==> config.mk <==
export PLATFORM = sky130hd
export DESIGN_NAME = descending_insertion_sorter_core
export DESIGN_NICKNAME = d
export VERILOG_FILES = /design/src/design/dis_pkg.sv /design/src/design/dis_cell.sv /design/src/design/descending_insertion_sorter_core.sv
export SDC_FILE = /design/constraint.sdc
export NUM_CORES = 2
export LEC_CHECK = 0
export ABC_CLOCK_PERIOD_IN_PS = 5600
export BUFFER_PORTS_ARGS = -buffer_cell sky130_fd_sc_hd__buf_4
export CAP_MARGIN = 20
export CORE_MARGIN = 3
export CORE_UTILIZATION = 30
export CTS_CLUSTER_DIAMETER = 80
export DETAILED_ROUTE_END_ITERATION = 6
export HOLD_SLACK_MARGIN = 0.03
export SYNTH_ARGS = -nofsm -noshare
export SYNTH_HDL_FRONTEND = slang
export SYNTH_HIERARCHICAL = 1
export SYNTH_SLANG_ARGS = --single-unit
==> constraint.sdc <==
create_clock -name clk -period 5.6 [get_ports clk]
set_input_delay 0.28 -clock clk [delete_from_list [all_inputs] [get_ports clk]]
set_output_delay 0.28 -clock clk [all_outputs]
set_load 0.1 [all_outputs]
==> src/design/dis_pkg.sv <==
package dis_pkg;

  localparam int HANDLE_BITS = 16;
  localparam int KEY_BITS    = 32;
  localparam int MAX_ITEMS_DEFAULT = 32;

  typedef struct packed {
    logic [HANDLE_BITS-1:0] item_handle;
    logic                   item_valid;
    logic [KEY_BITS-1:0]    sort_key;
    logic                   end_of_list;
  } in_item_t;

  typedef struct packed {
    logic [HANDLE_BITS-1:0] out_handle;
    logic [KEY_BITS-1:0]    out_key;
    logic                   last_of_run;
    logic                   list_empty;
    logic                   overflowed;
  } out_result_t;

  // contents of one cell, also what travels between neighbors
  typedef struct packed {
    logic                   occ;
    logic [HANDLE_BITS-1:0] handle;
    logic [KEY_BITS-1:0]    key;
  } cell_data_t;

  // broadcast from the controller to every cell
  typedef struct packed {
    logic                   ins;
    logic                   pop;
    logic [HANDLE_BITS-1:0] handle;
    logic [KEY_BITS-1:0]    key;
  } cell_ctrl_t;

endpackage

==> src/design/dis_cell.sv <==
module dis_cell (
  input  logic               clk,
  input  logic               rst_n,
  input  dis_pkg::cell_ctrl_t ctrl,
  input  dis_pkg::cell_data_t prev_data,
  input  logic               prev_shift,
  input  dis_pkg::cell_data_t next_data,
  output dis_pkg::cell_data_t data,
  output logic               shift
);

  logic                         occ_r, occ_nxt;
  logic [dis_pkg::HANDLE_BITS-1:0] handle_r, handle_nxt;
  logic [dis_pkg::KEY_BITS-1:0]    key_r, key_nxt;

  // this entry moves down one place when the new key beats it
  assign shift = occ_r && (key_r < ctrl.key);

  always_comb begin
    occ_nxt    = occ_r;
    handle_nxt = handle_r;
    key_nxt    = key_r;
    if (ctrl.pop) begin
      occ_nxt    = next_data.occ;
      handle_nxt = next_data.handle;
      key_nxt    = next_data.key;
    end else if (ctrl.ins) begin
      if (prev_shift) begin
        occ_nxt    = prev_data.occ;
        handle_nxt = prev_data.handle;
        key_nxt    = prev_data.key;
      end else if (shift || (!occ_r && prev_data.occ)) begin
        occ_nxt    = 1'b1;
        handle_nxt = ctrl.handle;
        key_nxt    = ctrl.key;
      end
    end
  end

  always_ff @(posedge clk) begin
    if (!rst_n) begin
      occ_r <= 1'b0;
    end else begin
      occ_r <= occ_nxt;
    end
  end

  always_ff @(posedge clk) begin
    handle_r <= handle_nxt;
    key_r    <= key_nxt;
  end

  assign data.occ    = occ_r;
  assign data.handle = handle_r;
  assign data.key    = key_r;

endmodule

==> src/design/descending_insertion_sorter_core.sv <==
// channel  ports                         handshake
// in       start, busy, in_item          taken when start && !busy
// out      out_strobe, out_result        one strobe per result, no backpressure
//
// an item is loaded as soon as it is taken: the new key is compared in every cell at
// once and the row shifts by one place below the insert point.
// after the item with end_of_list, the row drains through cell 0, one result
// per cycle (a result per entry, or a single list_empty result for an empty list);
// busy is high meanwhile. each result is registered as it leaves cell 0.
// reset (synchronous, rst_n low) empties the row and clears the overflow mark.
module descending_insertion_sorter_core #(
  parameter int MAX_ITEMS = dis_pkg::MAX_ITEMS_DEFAULT
) (
  input  logic                  clk,
  input  logic                  rst_n,
  input  logic                  start,
  output logic                  busy,
  input  dis_pkg::in_item_t     in_item,
  output logic                  out_strobe,
  output dis_pkg::out_result_t  out_result
);

  dis_pkg::cell_data_t cells [MAX_ITEMS];
  logic                shifts [MAX_ITEMS];
  dis_pkg::cell_ctrl_t ctrl;
  dis_pkg::cell_data_t head_bound, tail_bound;

  logic accept, full, emit_done;
  logic emit_r, emit_nxt;
  logic ovf_r, ovf_nxt;
  logic strobe_r;
  dis_pkg::out_result_t result_r, result_nxt;

  assign accept    = start && !busy;
  assign full      = cells[MAX_ITEMS-1].occ;
  assign emit_done = emit_r && (!cells[0].occ || !cells[1].occ);

  assign ctrl.ins    = accept && in_item.item_valid && !full;
  assign ctrl.pop    = emit_r && cells[0].occ;
  assign ctrl.handle = in_item.item_handle;
  assign ctrl.key    = in_item.sort_key;

  // boundary above cell 0 counts as occupied so an empty row takes the item
  assign head_bound = '{occ: 1'b1, handle: '0, key: '0};
  assign tail_bound = '{occ: 1'b0, handle: '0, key: '0};

  for (genvar i = 0; i < MAX_ITEMS; i++) begin : g_cell
    if (i == 0) begin : g_first
      dis_cell u_cell (
        .clk        (clk),
        .rst_n      (rst_n),
        .ctrl       (ctrl),
        .prev_data  (head_bound),
        .prev_shift (1'b0),
        .next_data  (cells[i+1]),
        .data       (cells[i]),
        .shift      (shifts[i])
      );
    end else if (i == MAX_ITEMS-1) begin : g_last
      dis_cell u_cell (
        .clk        (clk),
        .rst_n      (rst_n),
        .ctrl       (ctrl),
        .prev_data  (cells[i-1]),
        .prev_shift (shifts[i-1]),
        .next_data  (tail_bound),
        .data       (cells[i]),
        .shift      (shifts[i])
      );
    end else begin : g_mid
      dis_cell u_cell (
        .clk        (clk),
        .rst_n      (rst_n),
        .ctrl       (ctrl),
        .prev_data  (cells[i-1]),
        .prev_shift (shifts[i-1]),
        .next_data  (cells[i+1]),
        .data       (cells[i]),
        .shift      (shifts[i])
      );
    end
  end

  always_comb begin
    emit_nxt = emit_r;
    if (accept && in_item.end_of_list) begin
      emit_nxt = 1'b1;
    end else if (emit_done) begin
      emit_nxt = 1'b0;
    end
  end

  always_comb begin
    ovf_nxt = ovf_r;
    if (emit_done) begin
      ovf_nxt = 1'b0;
    end else if (accept && in_item.item_valid && full) begin
      ovf_nxt = 1'b1;
    end
  end

  always_comb begin
    result_nxt.out_handle  = cells[0].occ ? cells[0].handle : '0;
    result_nxt.out_key     = cells[0].occ ? cells[0].key : '0;
    result_nxt.last_of_run = !cells[0].occ || !cells[1].occ;
    result_nxt.list_empty  = !cells[0].occ;
    result_nxt.overflowed  = ovf_r;
  end

  always_ff @(posedge clk) begin
    if (!rst_n) begin
      emit_r   <= 1'b0;
      ovf_r    <= 1'b0;
      strobe_r <= 1'b0;
    end else begin
      emit_r   <= emit_nxt;
      ovf_r    <= ovf_nxt;
      strobe_r <= emit_r;
    end
  end

  always_ff @(posedge clk) begin
    result_r <= result_nxt;
  end

  assign busy       = emit_r;
  assign out_strobe = strobe_r;
  assign out_result = result_r;

endmodule
Word-level counts from Yosys, hierarchy flattened
Index checks and enable logic that the tools add are counted.
{ "word_totals": {"out_inout_bits": 53, "wordCells": 718, "n_memories": 0, "in_bits": 53, "romBits": 0, "ramBits": 0, "regBits": 1622, "latch_bits": 0} }
{ "op_classes": {"div": 0, "add_sub_neg": 0, "shifts": 0, "eq_ne": 0, "bitwise_logic": 1, "n_mul": 0, "muxes": 377, "n_lt_le_gt_ge": 32, "reduce_logical": 204} }
{ "ops": {"columns": ["operator", "count"], "rows": [
  ["$mux 32", 125],
  ["$mux 16", 125],
  ["$lt 32x32->1", 32],
  ["$mux 1", 127],
  ["$reduce_bool 3->1", 30],
  ["$logic_and 1x1->1", 70],
  ["$reduce_and 2->1", 32],
  ["$logic_not 1->1", 33],
  ["$logic_or 1x1->1", 33],
  ["$reduce_bool 2->1", 4],
  ["$reduce_or 2->1", 2],
  ["$not 1->1", 1]
]} }

Logic depth before layout (Yosys ltp)
{ "depth": {"ltp_word": 7, "ltp_mapped": 13, "ltp_nobuf": 12} }

Cells and area by module
Netlist, hierarchy kept.
{ "by_module_without_submodules": {"columns": ["mod", "area_per_inst_um2", "seq_area_each_um2", "instances", "cells_per_inst"], "rows": [
  ["dis_cell at g_cell[0].g_first.u_cell ...", 3295.7, 1461.4, 31, 331],
  ["dis_cell at g_cell[9].g_mid.u_cell", 3296.9, 1461.4, 1, 334],
  ["descending_insertion_sorter_core", 1487.7, 1081.0, 1, 121]
]} }

Worst setup path after synthesis
No wires, ideal clock.
{ "synth_timing": {"path_type": "reg2reg", "from": "register emit_r, in the netlist busy", "to": "register g_cell[9].g_mid.u_cell/handle_r[0] (netlist bit), enable pin", "path_buffers": 0, "setup_time_ps": 416, "synth_period_minus_slack_ps": 4781, "arrival_time_ps": 4366, "stages_incl_launch_ff": 5, "path_slack_ps": 819, "required_ps": 5184, "path_cell_list": "dfxtp_1 nand3b_1 nor2_1 inv_1 o31ai_4"} }
{ "synth_rtl": {"columns": ["item", "line_no", "text"], "rows": [
  ["start: declaration", "descending_insertion_sorter_core.sv:29", "logic emit_r, emit_nxt;"],
  ["start signal: assignment", "descending_insertion_sorter_core.sv:116", "emit_r <= emit_nxt;"],
  ["end signal: assignment", "dis_cell.sv:49", "handle_r <= handle_nxt;"],
  ["end: declaration", "dis_cell.sv:13", "logic [dis_pkg::HANDLE_BITS-1:0] handle_r, handle_nxt;"]
]} }

==> out/qor.yml <==
run_status:
  status: "completed"
worst_setup_path:
  reg2reg_to: "g_cell[19].g_mid.u_cell/handle_r[14]"
  critPathBufInv: 6
  crit_type: "primary input to flip-flop"
  worstPathArrival_ns: 4.62
  crit_path_end_kind: "flip-flop"
  r2r_setup_slack_ns: 1.82
  slowest_delay_ns: 0.52
  path_depth: 16
  crit_path_start: "in_item[32]"
  path_cells: "dlygate4sd3_1 -> buf_4 -> buf_4 -> buf_4 -> inv_1 -> ha_1 -> nand4_1 -> nor3_1 -> nand4_1 -> a21oi_1 -> a2111oi_2 -> and3_2 -> o21ai_0 -> or2b_2 -> a41o_2 -> buf_4"
  r2r_cells: 11
  critPathTopFamily: "buffers and inverters"
  crit_path_start_kind: "primary input"
  worst-endpoint-required_ns: 6.07
  crit_path_end: "g_cell[13].g_mid.u_cell/handle_r[13]"
  worst_path_max_delay_cell: "dlygate4sd3_1"
  critPathMaxFanout: 49
  crit_path_frequent_cell: "buf_4"
  r2r_start: "g_cell[18].g_mid.u_cell/key_r[30]"
global_routing:
  grt_pass1_vias: 75400
  grt_pass1_wl_um: 469000
  grt_max_degree: 200
  antenna_found_initial: 7
  overflow: 0
  grt_usage_pct: 16.4
hold_path:
  min_path_type: "primary input to flip-flop"
floorplanning:
  rows: 218
  start_util_pct: 30.2
  io_pins: 106
  die_y_um: 603
  core_um2: 354000
  die_area_um2: 364000
  die_w_um: 603
route:
  first_pass_iters: 6
  drc: 0
  routed_wirelength_um: 308000
  drt-initial-drc-count: 6873
  routedWlPerCell_um: 19.8
  postRouteAntennaNets: 0
  vias: 78000
  viasPerCell: 5.00
pwr:
  leakagePower_nw: 42.1
  power_density_nw_per_um2: 242
  vdd_drop_max_uv: 286
clock_network:
  h-tree-depth: 4
  cts_tree: "built"
  cts_buffers: 184
  cts_max_path_buffers: 4
  clkSlewWorstSetupHoldPaths_ns: 0.06
  post-cts-setup-buffer-count: 0
  ctsHoldBuffers: 11
  cts.sinks: 1622
  cts.root.buffer_cell: "clkbuf_16"
  post_cts_resize_count: 0
  clkLatencyLatePin_ns: 0.86
timing:
  period_needed_ns: 4.16
  slew_viol_final: 0
  hold_violations: 0
  rsz0062_at_grt: "no"
  setup_violations: 0
  clock.fmax_ghz: 0.241
  worst_slew_pin_slew_ns: 1.14
  clock_skew_ns: 0.0593
  layout_setup_ws_ns: 1.44
  max_slew_margin_pct: 24.1
  fin_setup_tns_ns: 0
  fin_crit_sh_pct: 74.2
layout:
  nets: 11800
  num-fill-cells: 35900
  multi_input_area_um2: 52800
  mostFrequentLayoutCell: "nand2_1"
  final_cell_area_um2: 119000
  drive_gt1_share_pct: 7.09
  layoutNonFillerInstCount: 15600
  ff_latch_area_um2: 47800
  area_growth_pct: 11.4
  mostFrequentLayoutCells: "nand2_1 (1,858), o21ai_0 (1,728), mux2i_1 (1,568)"
synth:
  syn_area_per_cell_um2: 9.98
  yosysWarnings: 6
  synthCells: 10700
  syn_area_um2: 107000
placement:
  routabilityCongestion: 0.844
  portBuffers: 105
  dp_cells: 15300
  place_area_um2: 113000
  dp_hpwl_um: 220000
  place_ws_ns: 1.18
run:
  maxCapViolations: 0
## how the worst min path moves through the flow
stage                     start                                     to  slack, ns  cells past startpoint
floorplan                 ovf_r                          out_result[0]       0.35                      0
global placement          ovf_r                          out_result[0]       0.36                      0
detailed placement        ovf_r                          out_result[0]       0.37                      0
CTS                 in_item[46]  g_cell[0].g_first.u_cell/handle_r[12]       0.04                      3
global route        in_item[45]    g_cell[3].g_mid.u_cell/handle_r[11]        0.1                      3
finish              in_item[46]  g_cell[0].g_first.u_cell/handle_r[12]       0.09                      3
## per-stage QoR
| step | utilization (%) | hold slack [ns] | total power [mW] |
|---|---|---|---|
| 5_1_grt | 33.7 | 0.0953 | 30.0 |
| 4_1_cts | 33.6 | 0.0440 | 29.2 |
| 2_1_floorplan | - | 0.346 | 16.2 |
| 6_report | 33.7 | 0.0945 | 28.9 |
| 3_5_place_dp | 32.0 | 0.372 | 17.5 |
| 3_3_place_gp | 32.0 | 0.360 | 17.4 |
## layout make-up
class | instances | share of cell area [%]
multi-input cells | 7552 | 44.3
flip-flops and latches | 1622 | 40.2
well taps | 4730 | 4.97
clock buffers | 236 | 4.10
inverters | 1058 | 3.33
repair buffers | 317 | 2.52
clock inverters | 83 | 0.547
diodes | 1 | 0.00210
## state kept, by name (all words and copies together) (netlist names)
register                        cells
busy                                1
g_cell.g_first.u_cell/handle_r     16
g_cell.g_first.u_cell/key_r        32
g_cell.g_first.u_cell/occ_r         1
g_cell.g_last.u_cell/handle_r      16
g_cell.g_last.u_cell/key_r         32
g_cell.g_last.u_cell/occ_r          1
g_cell.g_mid.u_cell/handle_r      480
g_cell.g_mid.u_cell/key_r         960
g_cell.g_mid.u_cell/occ_r          30
out_result                         51
out_strobe                          1
ovf_r                               1
## per-layer routing
metal	wire, um	global-route usage [%]	share of wire (%)	up-vias
li1	-	-	-	38200
met1	144000	23.1	47	37100
met2	136000	25.6	44	2223
met3	15800	1.61	5.1	473
met4	13000	6.50	4.2	2
met5	12	0	0.0039	-
## worst register-to-register path, stage by stage (launching register included)
cell and delay (ns):
edfxtp_1 0.44, ha_1 0.35, nand4_1 0.14, nor3_1 0.46
nand4_1 0.21, a21oi_1 0.21, a2111oi_2 0.06, and3_2 0.25
o21ai_0 0.14, or2b_2 0.31, a41o_2 0.52, buf_4 0.37
## report_power, final
| part | internal (mW) | leakage (nW) | switching, mW |
|---|---|---|---|
| combinational | 1.19 | 24.9 | 2.10 |
| sequential | 13.7 | 14.6 | 0.263 |
| clock | 6.54 | 2.71 | 5.08 |
No activity file was read; power rests on OpenSTA's default activity.
